--- config.mk ---
export PLATFORM = sky130hd
export DESIGN_NAME = aig_binary_and_gate_decoder_unit_flat
export DESIGN_NICKNAME = d
export VERILOG_FILES = /design/src/hdl/aigdec_pkg.sv /design/src/hdl/aigdec_in_if.sv /design/src/hdl/aigdec_out_if.sv /design/src/hdl/aig_binary_and_gate_decoder_unit.sv /design/src/flat_wrapper.sv
export SDC_FILE = /design/constraint.sdc
export NUM_CORES = 1
export LEC_CHECK = 0
export ABC_AREA = 1
export BUFFER_PORTS_ARGS = -buffer_cell sky130_fd_sc_hd__buf_2
export CORE_ASPECT_RATIO = 0.75
export CORE_MARGIN = 10
export CORE_UTILIZATION = 45
export CTS_BUF_LIST = sky130_fd_sc_hd__clkbuf_8 sky130_fd_sc_hd__clkbuf_16
export CTS_CLUSTER_DIAMETER = 200
export DETAILED_ROUTE_END_ITERATION = 16
export PLACE_DENSITY = 0.58
export SLEW_MARGIN = 15
export SYNTH_ARGS = -nofsm -noshare
export SYNTH_HDL_FRONTEND = slang
export SYNTH_SLANG_ARGS = --single-unit
--- constraint.sdc ---
create_clock -name clk -period 12.7 [get_ports clk]
set_input_delay 0.635 -clock clk [delete_from_list [all_inputs] [get_ports clk]]
set_output_delay 0.635 -clock clk [all_outputs]
set_load 0.02 [all_outputs]
--- src/hdl/aigdec_pkg.sv ---
package aigdec_pkg;

  localparam int unsigned VAR_W      = 31;
  localparam int unsigned LIT_W      = 32;
  localparam int unsigned BYTE_W     = 8;
  localparam int unsigned CFG_IDX_W  = 1;
  localparam int unsigned CNT_W      = 3;

  localparam logic [BYTE_W-1:0] CONT_BIT  = 8'h80;
  localparam logic [BYTE_W-1:0] PAYLOAD_M = 8'h7f;
  localparam logic [CNT_W-1:0]  MAX_BYTES = 3'd5;

  // configuration register indexes
  localparam logic [CFG_IDX_W-1:0] REG_FIRST_GATE_VAR = 1'b0;
  localparam logic [CFG_IDX_W-1:0] REG_LAST_VAR       = 1'b1;

  typedef enum logic [1:0] {
    STATUS_OK    = 2'd0,
    STATUS_ORDER = 2'd1,
    STATUS_OVF   = 2'd2
  } status_t;

  typedef struct packed {
    logic [LIT_W-1:0] lhs_lit;
    logic [LIT_W-1:0] rhs0_lit;
    logic [LIT_W-1:0] rhs1_lit;
    status_t          status;
    logic             last_gate;
  } gate_t;

endpackage

--- src/hdl/aigdec_in_if.sv ---
interface aigdec_in_if;
  import aigdec_pkg::*;

  logic              valid;
  logic              ready;
  logic [BYTE_W-1:0] data_byte;

  modport source (output valid, output data_byte, input ready);
  modport sink (input valid, input data_byte, output ready);
endinterface

--- src/hdl/aigdec_out_if.sv ---
interface aigdec_out_if;
  import aigdec_pkg::*;

  logic             valid;
  logic             ready;
  logic [LIT_W-1:0] lhs_lit;
  logic [LIT_W-1:0] rhs0_lit;
  logic [LIT_W-1:0] rhs1_lit;
  logic [1:0]       status;
  logic             last_gate;

  modport source (output valid, output lhs_lit, output rhs0_lit, output rhs1_lit,
                  output status, output last_gate, input ready);
  modport sink (input valid, input lhs_lit, input rhs0_lit, input rhs1_lit,
                input status, input last_gate, output ready);
endinterface

--- src/hdl/aig_binary_and_gate_decoder_unit.sv ---
// binary and-gate section decoder
//
// in_ch carries one raw byte of the binary and section per word. bytes are
// joined into 7-bit little-endian varints (top bit set: more bytes follow);
// two varints are the deltas of one gate. out_ch gives one word per gate:
// lhs, both operand literals, a status (ok, operand order, varint overflow)
// and a last-gate mark. bytes after the last gate are dropped unanswered.
//
// cfg_we/cfg_index/cfg_data write first_gate_var (index 0) and last_var
// (index 1); any write restarts decoding from first_gate_var. write only
// while no word is in flight.
//
// throughput: one byte per cycle while in_ready is high. a byte is decoded in
// the cycle it is taken; a completed gate goes to the result register, or to
// the skid register while out_ch stalls, so input keeps flowing; in_ready
// drops only when both hold an undelivered gate.
//
// reset (synchronous, rst_n low): first_gate_var 1, last_var 0, so the
// decoder comes up finished and ignores bytes until configured.
module aig_binary_and_gate_decoder_unit
  import aigdec_pkg::*;
(
  input  logic                 clk,
  input  logic                 rst_n,
  aigdec_in_if.sink            in_ch,
  aigdec_out_if.source         out_ch,
  input  logic                 cfg_we,
  input  logic [CFG_IDX_W-1:0] cfg_index,
  input  logic [VAR_W-1:0]     cfg_data
);

  // config registers
  logic [VAR_W-1:0] first_gate_var_r, first_gate_var_nxt;
  logic [VAR_W-1:0] last_var_r, last_var_nxt;

  // decode state
  logic [LIT_W-1:0] accum_r, accum_nxt;
  logic [CNT_W-1:0] byte_count_r, byte_count_nxt;
  logic             second_delta_r, second_delta_nxt;
  logic [LIT_W-1:0] first_operand_r, first_operand_nxt;
  logic [VAR_W-1:0] gate_var_r, gate_var_nxt;
  logic             overflow_seen_r, overflow_seen_nxt;
  logic             finished_r, finished_nxt;

  // result register and skid register
  logic  out_v_r, out_v_nxt;
  gate_t out_r, out_nxt;
  logic  skid_v_r, skid_v_nxt;
  gate_t skid_r, skid_nxt;

  logic             in_acc;
  logic             out_pop;
  logic [6:0]       payload;
  logic [LIT_W-1:0] part;
  logic             part_ovf;
  logic [LIT_W-1:0] accum_or;
  logic             ovf_now;
  logic [LIT_W-1:0] lhs;
  logic             order_bad;
  logic             gate_done;
  gate_t            gate;

  assign in_ch.ready = !skid_v_r;
  assign in_acc      = in_ch.valid && !skid_v_r;
  assign out_pop     = out_v_r && out_ch.ready;

  assign payload = in_ch.data_byte[6:0];

  // place the 7-bit payload at its varint position
  always_comb begin
    part     = '0;
    part_ovf = 1'b0;
    case (byte_count_r)
      3'd0: part = {25'd0, payload};
      3'd1: part = {18'd0, payload, 7'd0};
      3'd2: part = {11'd0, payload, 14'd0};
      3'd3: part = {4'd0, payload, 21'd0};
      3'd4: begin
        part     = {payload[3:0], 28'd0};
        part_ovf = |payload[6:4];
      end
      default: part_ovf = 1'b1;  // sixth or later byte
    endcase
  end

  assign accum_or  = accum_r | part;
  assign ovf_now   = overflow_seen_r | part_ovf;
  assign lhs       = {gate_var_r, 1'b0};
  assign order_bad = (first_operand_r >= lhs) || (accum_or > first_operand_r);

  always_comb begin
    gate.lhs_lit   = lhs;
    gate.rhs0_lit  = first_operand_r;
    gate.rhs1_lit  = first_operand_r - accum_or;
    gate.status    = ovf_now ? STATUS_OVF : (order_bad ? STATUS_ORDER : STATUS_OK);
    gate.last_gate = (gate_var_r == last_var_r);
  end

  // decoder next state
  always_comb begin
    first_gate_var_nxt = first_gate_var_r;
    last_var_nxt       = last_var_r;
    accum_nxt          = accum_r;
    byte_count_nxt     = byte_count_r;
    second_delta_nxt   = second_delta_r;
    first_operand_nxt  = first_operand_r;
    gate_var_nxt       = gate_var_r;
    overflow_seen_nxt  = overflow_seen_r;
    finished_nxt       = finished_r;
    gate_done          = 1'b0;

    if (cfg_we) begin
      if (cfg_index == REG_FIRST_GATE_VAR) begin
        first_gate_var_nxt = cfg_data;
      end else begin
        last_var_nxt = cfg_data;
      end
      accum_nxt         = '0;
      byte_count_nxt    = '0;
      second_delta_nxt  = 1'b0;
      first_operand_nxt = '0;
      overflow_seen_nxt = 1'b0;
      gate_var_nxt      = first_gate_var_nxt;
      finished_nxt      = first_gate_var_nxt > last_var_nxt;
    end else if (in_acc && !finished_r) begin
      overflow_seen_nxt = ovf_now;
      if ((in_ch.data_byte & CONT_BIT) != '0) begin
        accum_nxt = accum_or;
        if (byte_count_r < MAX_BYTES) begin
          byte_count_nxt = byte_count_r + 3'd1;
        end
      end else begin
        accum_nxt      = '0;
        byte_count_nxt = '0;
        if (!second_delta_r) begin
          first_operand_nxt = lhs - accum_or;
          second_delta_nxt  = 1'b1;
        end else begin
          gate_done         = 1'b1;
          finished_nxt      = gate.last_gate;
          gate_var_nxt      = gate_var_r + 31'd1;
          second_delta_nxt  = 1'b0;
          first_operand_nxt = '0;
          overflow_seen_nxt = 1'b0;
        end
      end
    end
  end

  // result register with skid
  always_comb begin
    out_v_nxt  = out_v_r;
    out_nxt    = out_r;
    skid_v_nxt = skid_v_r;
    skid_nxt   = skid_r;
    if (skid_v_r) begin
      if (out_pop) begin
        out_nxt    = skid_r;
        skid_v_nxt = 1'b0;
      end
    end else if (gate_done) begin
      if (!out_v_r || out_pop) begin
        out_v_nxt = 1'b1;
        out_nxt   = gate;
      end else begin
        skid_v_nxt = 1'b1;
        skid_nxt   = gate;
      end
    end else if (out_pop) begin
      out_v_nxt = 1'b0;
    end
  end

  always_ff @(posedge clk) begin
    if (!rst_n) begin
      first_gate_var_r <= 31'd1;
      last_var_r       <= '0;
      accum_r          <= '0;
      byte_count_r     <= '0;
      second_delta_r   <= 1'b0;
      first_operand_r  <= '0;
      gate_var_r       <= 31'd1;
      overflow_seen_r  <= 1'b0;
      finished_r       <= 1'b1;
      out_v_r          <= 1'b0;
      skid_v_r         <= 1'b0;
    end else begin
      first_gate_var_r <= first_gate_var_nxt;
      last_var_r       <= last_var_nxt;
      accum_r          <= accum_nxt;
      byte_count_r     <= byte_count_nxt;
      second_delta_r   <= second_delta_nxt;
      first_operand_r  <= first_operand_nxt;
      gate_var_r       <= gate_var_nxt;
      overflow_seen_r  <= overflow_seen_nxt;
      finished_r       <= finished_nxt;
      out_v_r          <= out_v_nxt;
      skid_v_r         <= skid_v_nxt;
    end
    out_r  <= out_nxt;
    skid_r <= skid_nxt;
  end

  assign out_ch.valid     = out_v_r;
  assign out_ch.lhs_lit   = out_r.lhs_lit;
  assign out_ch.rhs0_lit  = out_r.rhs0_lit;
  assign out_ch.rhs1_lit  = out_r.rhs1_lit;
  assign out_ch.status    = out_r.status;
  assign out_ch.last_gate = out_r.last_gate;

  // skid only fills behind a held result
  a_skid_behind_out : assert property (@(posedge clk) disable iff (!rst_n)
    skid_v_r |-> out_v_r)
    else $error("skid holds a gate while result register is empty");

  // only a config write leaves the finished state
  a_finished_sticky : assert property (@(posedge clk) disable iff (!rst_n)
    (finished_r && !cfg_we) |=> finished_r)
    else $error("finished cleared without a config write");

  // no new gate is produced once finished
  a_no_gate_finished : assert property (@(posedge clk) disable iff (!rst_n)
    finished_r |-> !gate_done)
    else $error("gate produced after last gate");

  // an ok gate has rhs0 below lhs and rhs1 not above rhs0
  a_ok_order : assert property (@(posedge clk) disable iff (!rst_n)
    (out_v_r && out_r.status == STATUS_OK) |->
      (out_r.rhs0_lit < out_r.lhs_lit && out_r.rhs1_lit <= out_r.rhs0_lit))
    else $error("status ok on a misordered gate");

endmodule
--- src/flat_wrapper.sv ---
// flat-port wrapper written by rule: the top's interface ports become plain ports
module aig_binary_and_gate_decoder_unit_flat import aigdec_pkg::*;
  (clk, rst_n, cfg_we, cfg_index, cfg_data, in_ch_valid, in_ch_data_byte, in_ch_ready, out_ch_valid, out_ch_lhs_lit, out_ch_rhs0_lit, out_ch_rhs1_lit, out_ch_status, out_ch_last_gate, out_ch_ready);
  aigdec_in_if in_ch_i ();
  aigdec_out_if out_ch_i ();
  input  logic clk;
  input  logic rst_n;
  input  logic cfg_we;
  input  logic [CFG_IDX_W-1:0] cfg_index;
  input  logic [VAR_W-1:0] cfg_data;
  input wire logic [$bits(in_ch_i.valid)-1:0] in_ch_valid;
  input wire logic [$bits(in_ch_i.data_byte)-1:0] in_ch_data_byte;
  output wire logic [$bits(in_ch_i.ready)-1:0] in_ch_ready;
  output wire logic [$bits(out_ch_i.valid)-1:0] out_ch_valid;
  output wire logic [$bits(out_ch_i.lhs_lit)-1:0] out_ch_lhs_lit;
  output wire logic [$bits(out_ch_i.rhs0_lit)-1:0] out_ch_rhs0_lit;
  output wire logic [$bits(out_ch_i.rhs1_lit)-1:0] out_ch_rhs1_lit;
  output wire logic [$bits(out_ch_i.status)-1:0] out_ch_status;
  output wire logic [$bits(out_ch_i.last_gate)-1:0] out_ch_last_gate;
  input wire logic [$bits(out_ch_i.ready)-1:0] out_ch_ready;
  assign in_ch_i.valid = in_ch_valid;
  assign in_ch_i.data_byte = in_ch_data_byte;
  assign in_ch_ready = in_ch_i.ready;
  assign out_ch_valid = out_ch_i.valid;
  assign out_ch_lhs_lit = out_ch_i.lhs_lit;
  assign out_ch_rhs0_lit = out_ch_i.rhs0_lit;
  assign out_ch_rhs1_lit = out_ch_i.rhs1_lit;
  assign out_ch_status = out_ch_i.status;
  assign out_ch_last_gate = out_ch_i.last_gate;
  assign out_ch_i.ready = out_ch_ready;
  aig_binary_and_gate_decoder_unit u_core (.clk(clk), .rst_n(rst_n), .in_ch(in_ch_i), .out_ch(out_ch_i), .cfg_we(cfg_we), .cfg_index(cfg_index), .cfg_data(cfg_data));
endmodule
Yosys cells after proc, flatten, opt, wreduce, memory -nomap -nowiden
Index checks and enable logic that the tools add are counted.
{"block": "word_totals", "ff_bits": 362, "latch_bits": 0, "ramBits": 0, "romBits": 0, "in_bits": 45, "out_inout_bits": 101, "wordCells": 105, "memories": 0}
{"block": "op_classes", "add_sub_neg": 4, "n_mul": 0, "div_mod_pow": 0, "magnitude_cmp": 4, "n_eq_ne": 9, "n_shift": 0, "n_mux": 38, "bitwise": 6, "reduce_logical": 23}
{"operator": "two-way mux 99 bit", "count": 4}
{"operator": "two-way mux 31 bit", "count": 8}
{"operator": "case mux 32 bit (5 select lines)", "count": 1}
{"operator": "two-way mux 32 bit", "count": 2}
{"operator": "subtractor 32 bit", "count": 2}
{"operator": ">= comparator 32 bit", "count": 1}
{"operator": "> comparator 32 bit", "count": 1}
{"operator": "OR 32 bit", "count": 1}
{"operator": "adder 31 x 1 -> 31 bit, second input constant", "count": 1}
{"operator": "equality test 31 bit", "count": 1}
{"operator": "> comparator 31 bit", "count": 1}
{"operator": "two-way mux 1 bit", "count": 19}
{"operator": "AND reduction 3 bit", "count": 4}
{"operator": "nonzero test 2 bit", "count": 5}
{"operator": "equality test 3 x 2 -> 1 bit, second input constant", "count": 2}
{"operator": "two-way mux 3 bit", "count": 2}
{"operator": "inequality test 2 bit, second input constant", "count": 3}
{"operator": "inverter 1 bit", "count": 4}
{"operator": "AND reduction 2 bit", "count": 2}
{"operator": "OR reduction 4 bit", "count": 1}
{"operator": "adder 3 x 1 -> 3 bit, second input constant", "count": 1}
{"operator": "equality test 3 x 1 -> 1 bit, second input constant", "count": 1}
{"operator": "equality test 3 bit, second input constant", "count": 1}
{"operator": "logical AND 1 bit", "count": 3}
{"operator": "10 further kinds", "count": 13}

Logic depth before layout (Yosys ltp)
Gate-level depths: netlist of the first run.
{"block": "depth", "word_depth": 10, "ltp_mapped": 21}

Worst setup path after synthesis of the first run
OpenSTA, ideal clock, no wires.
{"block": "synth_timing", "kind": "input to register", "startpoint": "input in_ch_valid", "endpoint": "register u_core.out_r (netlist bit u_core.out_ch.last_gate) (enable)", "t_arrival_ns": 5.542, "required_ns": 12.144, "slack_ns": 6.602, "stages": 10, "path_buffers": 0, "cell_sequence": "nand2_2 > nor2_8 > nand2_4 > nor2_8 > inv_2 > nor2_4 > inv_2 > o21ai_0 > inv_1 > nor2_1"}
{"block": "synth_via", "elab_chain_len": 6}
{"item": "start, declared", "line_no": "flat_wrapper.sv:11", "rtl": "input wire logic [$bits(in_ch_i.valid)-1:0] in_ch_valid;"}
{"item": "logical AND 1 bit", "line_no": "aig_binary_and_gate_decoder_unit.sv:64", "rtl": "assign in_acc = in_ch.valid && !skid_v_r;"}
{"item": "logical AND 1 bit", "line_no": "aig_binary_and_gate_decoder_unit.sv:125", "rtl": "end else if (in_acc && !finished_r) begin"}
{"item": "two-way mux 1 bit", "line_no": "aig_binary_and_gate_decoder_unit.sv:125"}
{"item": "two-way mux 1 bit", "line_no": "aig_binary_and_gate_decoder_unit.sv:112", "rtl": "if (cfg_we) begin"}
{"item": "nonzero test 2 bit (no source line)"}
{"item": "AND reduction 3 bit (no source line)"}
{"item": "end signal, assigned", "line_no": "aig_binary_and_gate_decoder_unit.sv:200", "rtl": "out_r <= out_nxt;"}
{"item": "end, declared", "line_no": "aig_binary_and_gate_decoder_unit.sv:47", "rtl": "gate_t out_r, out_nxt;"}
No other way between the ends.
A chain may end at the register's enable or synchronous reset.

Worst setup path in the final report of the first run
{"block": "layout_timing", "startpoint": "register u_core.skid_v_r", "endpoint": "register u_core.skid_r[98] (netlist bit) (enable)"}
{"block": "layout_via", "elab_chain_len": 6, "elab_cells_between_ends": 7}
{"item": "start, declared", "line_no": "aig_binary_and_gate_decoder_unit.sv:48", "rtl": "logic skid_v_r, skid_v_nxt;"}
{"item": "start signal, assigned", "line_no": "aig_binary_and_gate_decoder_unit.sv:198", "rtl": "skid_v_r <= skid_v_nxt;"}
{"item": "logical NOT 1 bit", "line_no": "aig_binary_and_gate_decoder_unit.sv:64"}
{"item": "logical AND 1 bit", "line_no": "aig_binary_and_gate_decoder_unit.sv:64"}
{"item": "logical AND 1 bit", "line_no": "aig_binary_and_gate_decoder_unit.sv:125"}
{"item": "two-way mux 1 bit", "line_no": "aig_binary_and_gate_decoder_unit.sv:125"}
{"item": "two-way mux 1 bit", "line_no": "aig_binary_and_gate_decoder_unit.sv:112"}
{"item": "AND reduction 3 bit (no source line) (*)"}
{"item": "end signal, assigned", "line_no": "aig_binary_and_gate_decoder_unit.sv:201", "rtl": "skid_r <= skid_nxt;"}
{"item": "end, declared", "line_no": "aig_binary_and_gate_decoder_unit.sv:49", "rtl": "gate_t skid_r, skid_nxt;"}
Every way passes the cells marked *; elsewhere a longest branch is shown, timed or not.

==> out/summary.txt, run 1 <==
Synth top area share: 0.2923
Clock network latency to the later pin of the worst-skew pair: 0.54 ns
Worst Path Max Fanout: 61
Worst Slack Setup Final: 8.808 ns
Nets: 2796
RR Startpoint: u_core.skid_v_r$_SDFF_PN0_
First-pass iteration count of the detailed router: 5
Post-CTS Setup Bufs: 0
Clk Tree Root Cell: clkbuf_16
TritonCTS clock tree: yes
Setup crit start: u_core.skid_v_r$_SDFF_PN0_
Vias in the first global route: 16250
Total gr overflow: 0
Fin. max-slew vios: 0
Commonest cells in the netlist: nand2_1, inv_1, o21ai_0
Final period utilization: 0.3065
Flop2flop setup slack: 8.81 ns
Total negative setup slack: 0 ns
Count of input and output buffers: 144
Worst-margin pin slew: 1.225 ns
GPL Wtd Cong: 0.9532
Achievable Freq: 256.9 MHz
Worst r2r dst: u_core.skid_r[98]$_DFFE_PP_
Reg clk slew, reported paths: 0.06 ns
Multi-input gate area: 9642 um^2
Largest net degree at the start of global routing: 123
Post-synthesis sequential area ratio: 0.4563
Synth top area cells: edfxtp_1, dfxtp_1, nand2_1, ha_1, o21ai_0
CP Launch Type: flip-flop
Antenna-violating nets left: 0
Critical path endpoint category: flip-flop
Wire per inst: 19.44 um
Via density per instance: 5.400
DR iter-0 viols: 1595
Adder-cell share of the synthesized area: 0.08078
Post-synth net total: 2670
Pwr Density: 127.0 nW/um^2
Area of the mapped netlist: 20140 um^2
Most frequent cell after synthesis: nand2_1
Core Region: 44430 um^2
Die Wd: 264.3 um
Post-synth ARST share: 0
Die Y: 203.2 um
Xor and xnor area share after synthesis: 0.03032
Antenna violations before repair: 0
Post-synth EDFFs: 196
RSZ-0062 raised after global routing: false
Post-detail-place hpwl: 47.95 mm
Yosys reg bits: 361
# rows: 67
Post-synth top area cell: edfxtp_1
Inserted Clock Buffers: 39
Top Ports: 146
YS warnings: 0
Status: complete, no violations
Vias: 17480
Mapped Cells: 2495
Starting density of the core: 0.4532
Die area: 53700 um^2
WL final: 62.91 mm
Simple-Gate Fraction of Synth Area: 0.2241
Hold Crit Class: input pin to flip-flop
Mux share of post-synthesis cell area: 0
Synth Area in Compound Gates: 0.1428
Post-detailed-route DRC marker count: 0
Share of post-route cells with drive strength above 1: 0.1026
Combinational family with the most area after synthesis: simple AND/OR/NAND/NOR gates
FILL cells: 4297
Clock Skew: 0.01520 ns
Ant. Diodes: 0
Total GRT Usage: 0.2273
Hold_ws: 0.4019 ns
Max cap viols: 0
Mapped Avg Cell Area: 8.071 um^2
Worst VDD drop: 0.1127 mV
Yosys cell types: 58
Post-place setup slack: 8.726 ns
Post-cts hold buffer count: 0
H-tree Lvls: 2
Ys flop type: edfxtp_1
Slew Limit Headroom: 0.1758
Critical hold path startpoint: in_ch_data_byte[7]
Worst setup path end: u_core.skid_r[98]$_DFFE_PP_
Register area: 9193 um^2
Crit path time final: 3.892 ns
Post-cts sizing count: 0
P&R area growth vs syn: 12.51%
Final hold vios: 0
Worst R2R Path Depth: 10
Clk sinks: 361
First-pass GRT wire length: 96.50 mm
Crit path DAT: 4.05 ns
Crit Path Class: flip-flop to flip-flop
Max Root-Sink Buffers: 3
Final setup viols: 0
Leak Pwr: 10.01 nW
CP Data Required Time: 12.86 ns
==> layout by cell type (no fill, tap or decap), types with 37 or more instances in the layout <==
cell type | synthesis | final
a21oi_1 | 144 | 144
a31oi_1 | 37 | 37
buf_2 | 9 | 144
clkbuf_16 | 0 | 39
dfxtp_1 | 165 | 164
edfxtp_1 | 196 | 196
ha_1 | 130 | 130
inv_1 | 257 | 266
nand2_1 | 708 | 706
nand3_1 | 78 | 78
nor2_1 | 160 | 159
o21ai_0 | 257 | 257
xor2_1 | 58 | 58
==> power breakdown <==
part / switching (mW) / leakage, nW / internal [mW]
Combinational: 0.314 / 6.28 / 0.145
Clock: 0.477 / 0.663 / 0.655
Sequential: 0.0278 / 3.07 / 1.26
==> cell families after synthesis <==
group	after synthesis
buf+inv	341
fa+ha+maj	130
compound gates	526
xor+xnor	68
simple gates	1068
flops	361
other cells	1
==> through the flow <==
stage | instance area (um^2) | instances | utilization | power, mW
after floorplan | 20140 | 2495 | - | 1.622
after global routing | 22660 | 3236 | 0.5099 | 3.010
after CTS | 22650 | 3236 | 0.5099 | 2.890
final | 22660 | 3236 | 0.5099 | 2.878
after global placement | 21400 | 3166 | 0.4818 | 1.755
after detailed placement | 21400 | 3166 | 0.4818 | 1.760
==> sequential cells by signal, summed over array words and instances (netlist names) <==
signal,cells
u_core.accum_r,32
u_core.second_delta_r,1
u_core.skid_v_r,1
u_core.out_ch.status,2
u_core.gate_var_r,31
u_core.out_ch.last_gate,1
u_core.finished_r,1
u_core.first_gate_var_r,31
u_core.first_operand_r,32
u_core.out_ch.lhs_lit,31
u_core.byte_count_r,3
u_core.skid_r,98
u_core.out_ch.valid,1
u_core.out_ch.rhs1_lit,32
u_core.last_var_r,31
u_core.overflow_seen_r,1
u_core.out_ch.rhs0_lit,32
==> worst min-delay path by stage <==
stage | endpoint | slack [ns] | depth (start not counted)
floorplan | u_core.skid_r[35]$_DFFE_PP_ | 0.41 | 0
global placement | u_core.skid_r[35]$_DFFE_PP_ | 0.41 | 0
detailed placement | u_core.skid_r[35]$_DFFE_PP_ | 0.41 | 0
CTS | u_core.byte_count_r[1]$_SDFFE_PP0P_ | 0.38 | 3
global route | u_core.byte_count_r[1]$_SDFFE_PP0P_ | 0.42 | 3
finish | u_core.byte_count_r[1]$_SDFFE_PP0P_ | 0.40 | 3
==> worst max-delay path, cell delays in order (launching register included) <==
cell and delay, ns:
dfxtp_4 0.51, inv_2 0.12, nand2_2 0.09, nor2_8 0.37
nand2_4 0.16, nor2_8 0.19, inv_2 0.11, nor2_4 0.50
nand2_1 0.21, inv_4 0.42, buf_4 0.76
==> per-layer routing <==
layer / GRT usage / up-vias / share of wire
met1: 0.3374 / 8218 / 0.49
met4: 0.04278 / 0 / 0.017
met3: 0.04416 / 72 / 0.071
met2: 0.3385 / 532 / 0.42
met5: 0 / - / 0
li1: - / 8654 / -
==> area by class of cell <==
| class | count | area share |
|---|---|---|
| multi-input cells | 1793 | 0.4256 |
| flip-flops and latches | 361 | 0.4058 |
| clock buffers | 45 | 0.04672 |
| inverters | 267 | 0.04440 |
| repair buffers | 159 | 0.03678 |
| well taps | 586 | 0.03236 |
| clock inverters | 25 | 0.008395 |
Note: power is estimated with default switching activity, not from simulation.
==> run 2: changes to the inputs <==
- clock period: 12.7 -> 3.66 ns (I/O delays scaled with it)
==> out/summary.txt, run 2 (synthesized netlist as in run 1, its figures left out) <==
Worst path top cell family by delay: compound AO/OA/AOI/OAI gates
Hold_ws: 0.03197 ns (-0.3699 ns)
Final period utilization: 0.9258 (+0.6193)
Met1 GRT Util: 0.3535 (+0.01609)
Share of post-route cells with drive strength above 1: 0.1084 (+0.005738)
TritonCTS clock tree: yes
Pwr Density: 436.7 nW/um^2 (+240%)
Commonest non-fill, non-tap cell in the layout: nand2_1
Sequential power share: 0.445 (-0.002)
Design area: 22970 um^2 (+1.4%)
Clock Skew: 0.02505 ns (+0.009851 ns)
Max reg flops: 98 (unchanged)
Hold Crit Class: input pin to flip-flop
Status: complete, no violations
Crit Path Class: flip-flop to flip-flop
Placed insts: 3187 (+0.66%)
# rows: 67 (unchanged)
Critical-path cell list: inv_1 -> ha_1 -> nor3_1 -> o21ai_1 -> buf_4 -> a31oi_1 -> ha_1 -> a21oi_1 -> o21ai_0 -> o21bai_1 -> a31oi_1 -> nand3_1 -> and2_1
Count of input and output buffers: 144 (unchanged)
Achievable Freq: 295.1 MHz (+15%)
Final hold vios: 0 (unchanged)
Slew Limit Headroom: 0.2861 (+0.1104)
Total GRT Usage: 0.2349 (+0.007638)
Switching share of power: 0.2892 (+0.004608)
Vias: 17360 (-0.66%)
Clock network latency to the later pin of the worst-skew pair: 0.58 ns (+0.04 ns)
CP Data Required Time: 3.98 ns (-8.88 ns)
WL final: 64.57 mm (+2.6%)
Vias in the first global route: 16450 (+1.2%)
Antenna-violating nets left: 0 (unchanged)
Gr busiest metal: met1
Top reg by flops: u_core.skid_r
Critical path endpoint category: flip-flop
Clk sinks: 361 (unchanged)
Crit path time final: 3.388 ns (-0.5041 ns)
Worst Path Max Fanout: 7 (-89%)
Crit path DAT: 3.71 ns (-0.34 ns)
Final setup viols: 0 (unchanged)
Pint: 7.132 mW (+250%)
First-pass iteration count of the detailed router: 6 (+1)
Psw: 2.901 mW (+250%)
DR iter-0 viols: 1746 (+9.5%)
Worst-margin pin slew: 1.071 ns (-0.1542 ns)
Critical Path Max Stage Delay: 0.38 ns (-0.38 ns)
Via density per instance: 5.307 (-1.7%)
Leak Pwr: 10.19 nW (+1.7%)
CP Launch Type: flip-flop
CP Buf/Inv Count: 2 (-2)
Die Y: 203.2 um (unchanged)
Antenna violations before repair: 0 (unchanged)
Max Root-Sink Buffers: 3 (unchanged)
M2 GR Usage: 0.3405 (+0.002017)
Commonest cells after routing, fill and taps aside: nand2_1, inv_1, o21ai_0
CP Depth: 13 (+3)
Register area: 9193 um^2 (unchanged)
Fin cells: 3271 (+1.1%)
Die area: 53700 um^2 (unchanged)
H-tree Lvls: 2 (unchanged)
Worst VDD drop: 0.3779 mV (+240%)
Largest net degree at the start of global routing: 101 (-18%)
Clock Power Share: 0.394 (about the same)
Max cap viols: 0 (unchanged)
Worst R2R Path Depth: 13 (+3)
Post-detailed-route DRC marker count: 0 (unchanged)
P&R area growth vs syn: 14.09%
Clk Tree Root Cell: clkbuf_16
Total gr overflow: 0 (unchanged)
Nets: 2828 (+1.1%)
Core Region: 44430 um^2 (unchanged)
Wire per inst: 19.74 um (+1.5%)
Hold Path Cell Cnt: 5 (+2)
Ant. Diodes: 0 (unchanged)
Starting density of the core: 0.4532 (unchanged)
Max stage delay cell, worst path: dfxtp_1
Multi-input gate area: 9652 um^2 (+0.10%)
Post-DP Area: 21600 um^2 (+0.91%)
Top Ports: 146 (unchanged)
Reg clk slew, reported paths: 0.06 ns (about the same)
GRT met3 Usage: 0.04980 (+0.005640)
Combinational power share: 0.162 (+0.002)
Inserted Clock Buffers: 40 (+2.6%)
Util after Layout: 0.5171 (+0.007181)
GPL Wtd Cong: 0.9359 (-1.8%)
FILL cells: 4358 (+1.4%)
Fin. max-slew vios: 0 (unchanged)
Total negative setup slack: 0 ns (unchanged)
Post-detail-place hpwl: 49.71 mm (+3.7%)
First-pass GRT wire length: 98.92 mm (+2.5%)
Die Wd: 264.3 um (unchanged)
Post-CTS Setup Bufs: 0 (unchanged)
-- run 2: cell count changes in the layout (fill, tap and decap cells not counted), sizes merged --
cell,before,now
inv,278,283
clkinvlp,0,1
buf,159,180
clkbuf,45,43
dlygate4sd3,0,10
clkinv,11,12
bufinv,3,2
-- run 2: final timing paths --
path	start	to	slack, ns
worst min register to register	u_core.first_operand_r[0]$_SDFFE_PP0P_	u_core.skid_r[35]$_DFFE_PP_	0.44
worst max register to register	u_core.byte_count_r[0]$_SDFFE_PP0P_	u_core.skid_r[34]$_DFFE_PP_	0.27
worst max-delay path	u_core.byte_count_r[0]$_SDFFE_PP0P_	u_core.skid_r[34]$_DFFE_PP_	0.27
worst min-delay path	cfg_data[4]	u_core.last_var_r[4]$_SDFFE_PN0P_	0.03
-- run 2: area by class of cell --
| cell class | instances | share of cell area |
|---|---|---|
| well taps | 586 | 0.03191 |
| inverters | 267 | 0.04384 |
| flip-flops and latches | 361 | 0.4001 |
| repair buffers | 190 | 0.04912 |
| multi-input cells | 1793 | 0.4201 |
| clock buffers | 43 | 0.04635 |
| clock inverters | 31 | 0.008550 |
-- run 2: worst register-to-register path, stage by stage, from the launching register on --
cell	delay, ns
dfxtp_1	0.38
inv_1	0.12
ha_1	0.23
nor3_1	0.19
o21ai_1	0.16
buf_4	0.22
a31oi_1	0.31
ha_1	0.37
a21oi_1	0.24
o21ai_0	0.17
o21bai_1	0.22
a31oi_1	0.23
nand3_1	0.14
and2_1	0.18
-- run 2: timing repair --
action / in CTS / in global routing
hold buffers: 10 / 0
resized for setup: 0 / 3
endpoints found under the hold margin: 16 / 0
endpoints found under the setup margin: 0 / 3
-- run 2: layer usage --
metal | part of all wire | wire length [um] | up-vias
met1 | 0.50 | 32310 | 8090
li1 | - | - | 8710
met5 | 0 | 0 | -
met2 | 0.41 | 26750 | 509
met4 | 0.013 | 841 | 0
met3 | 0.072 | 4669 | 51
-- run 2: through the flow --
step | setup WS [ns] | power (mW)
2_1_floorplan | 0.5016 | 5.627
3_3_place_gp | 0.4032 | 6.107
3_5_place_dp | 0.3247 | 6.125
4_1_cts | 0.2725 | 10.09
5_1_grt | -0.0001927 | 10.50
6_report | 0.2717 | 10.03
-- run 2: power groups by stage --
stage	logic [mW]	clock network (mW)	registers, mW
4_1_cts	1.60	4.03	4.46
2_1_floorplan	1.12	0	4.51
5_1_grt	1.84	4.19	4.47
3_3_place_gp	1.56	0	4.55
6_report	1.62	3.95	4.46
3_5_place_dp	1.58	0	4.55
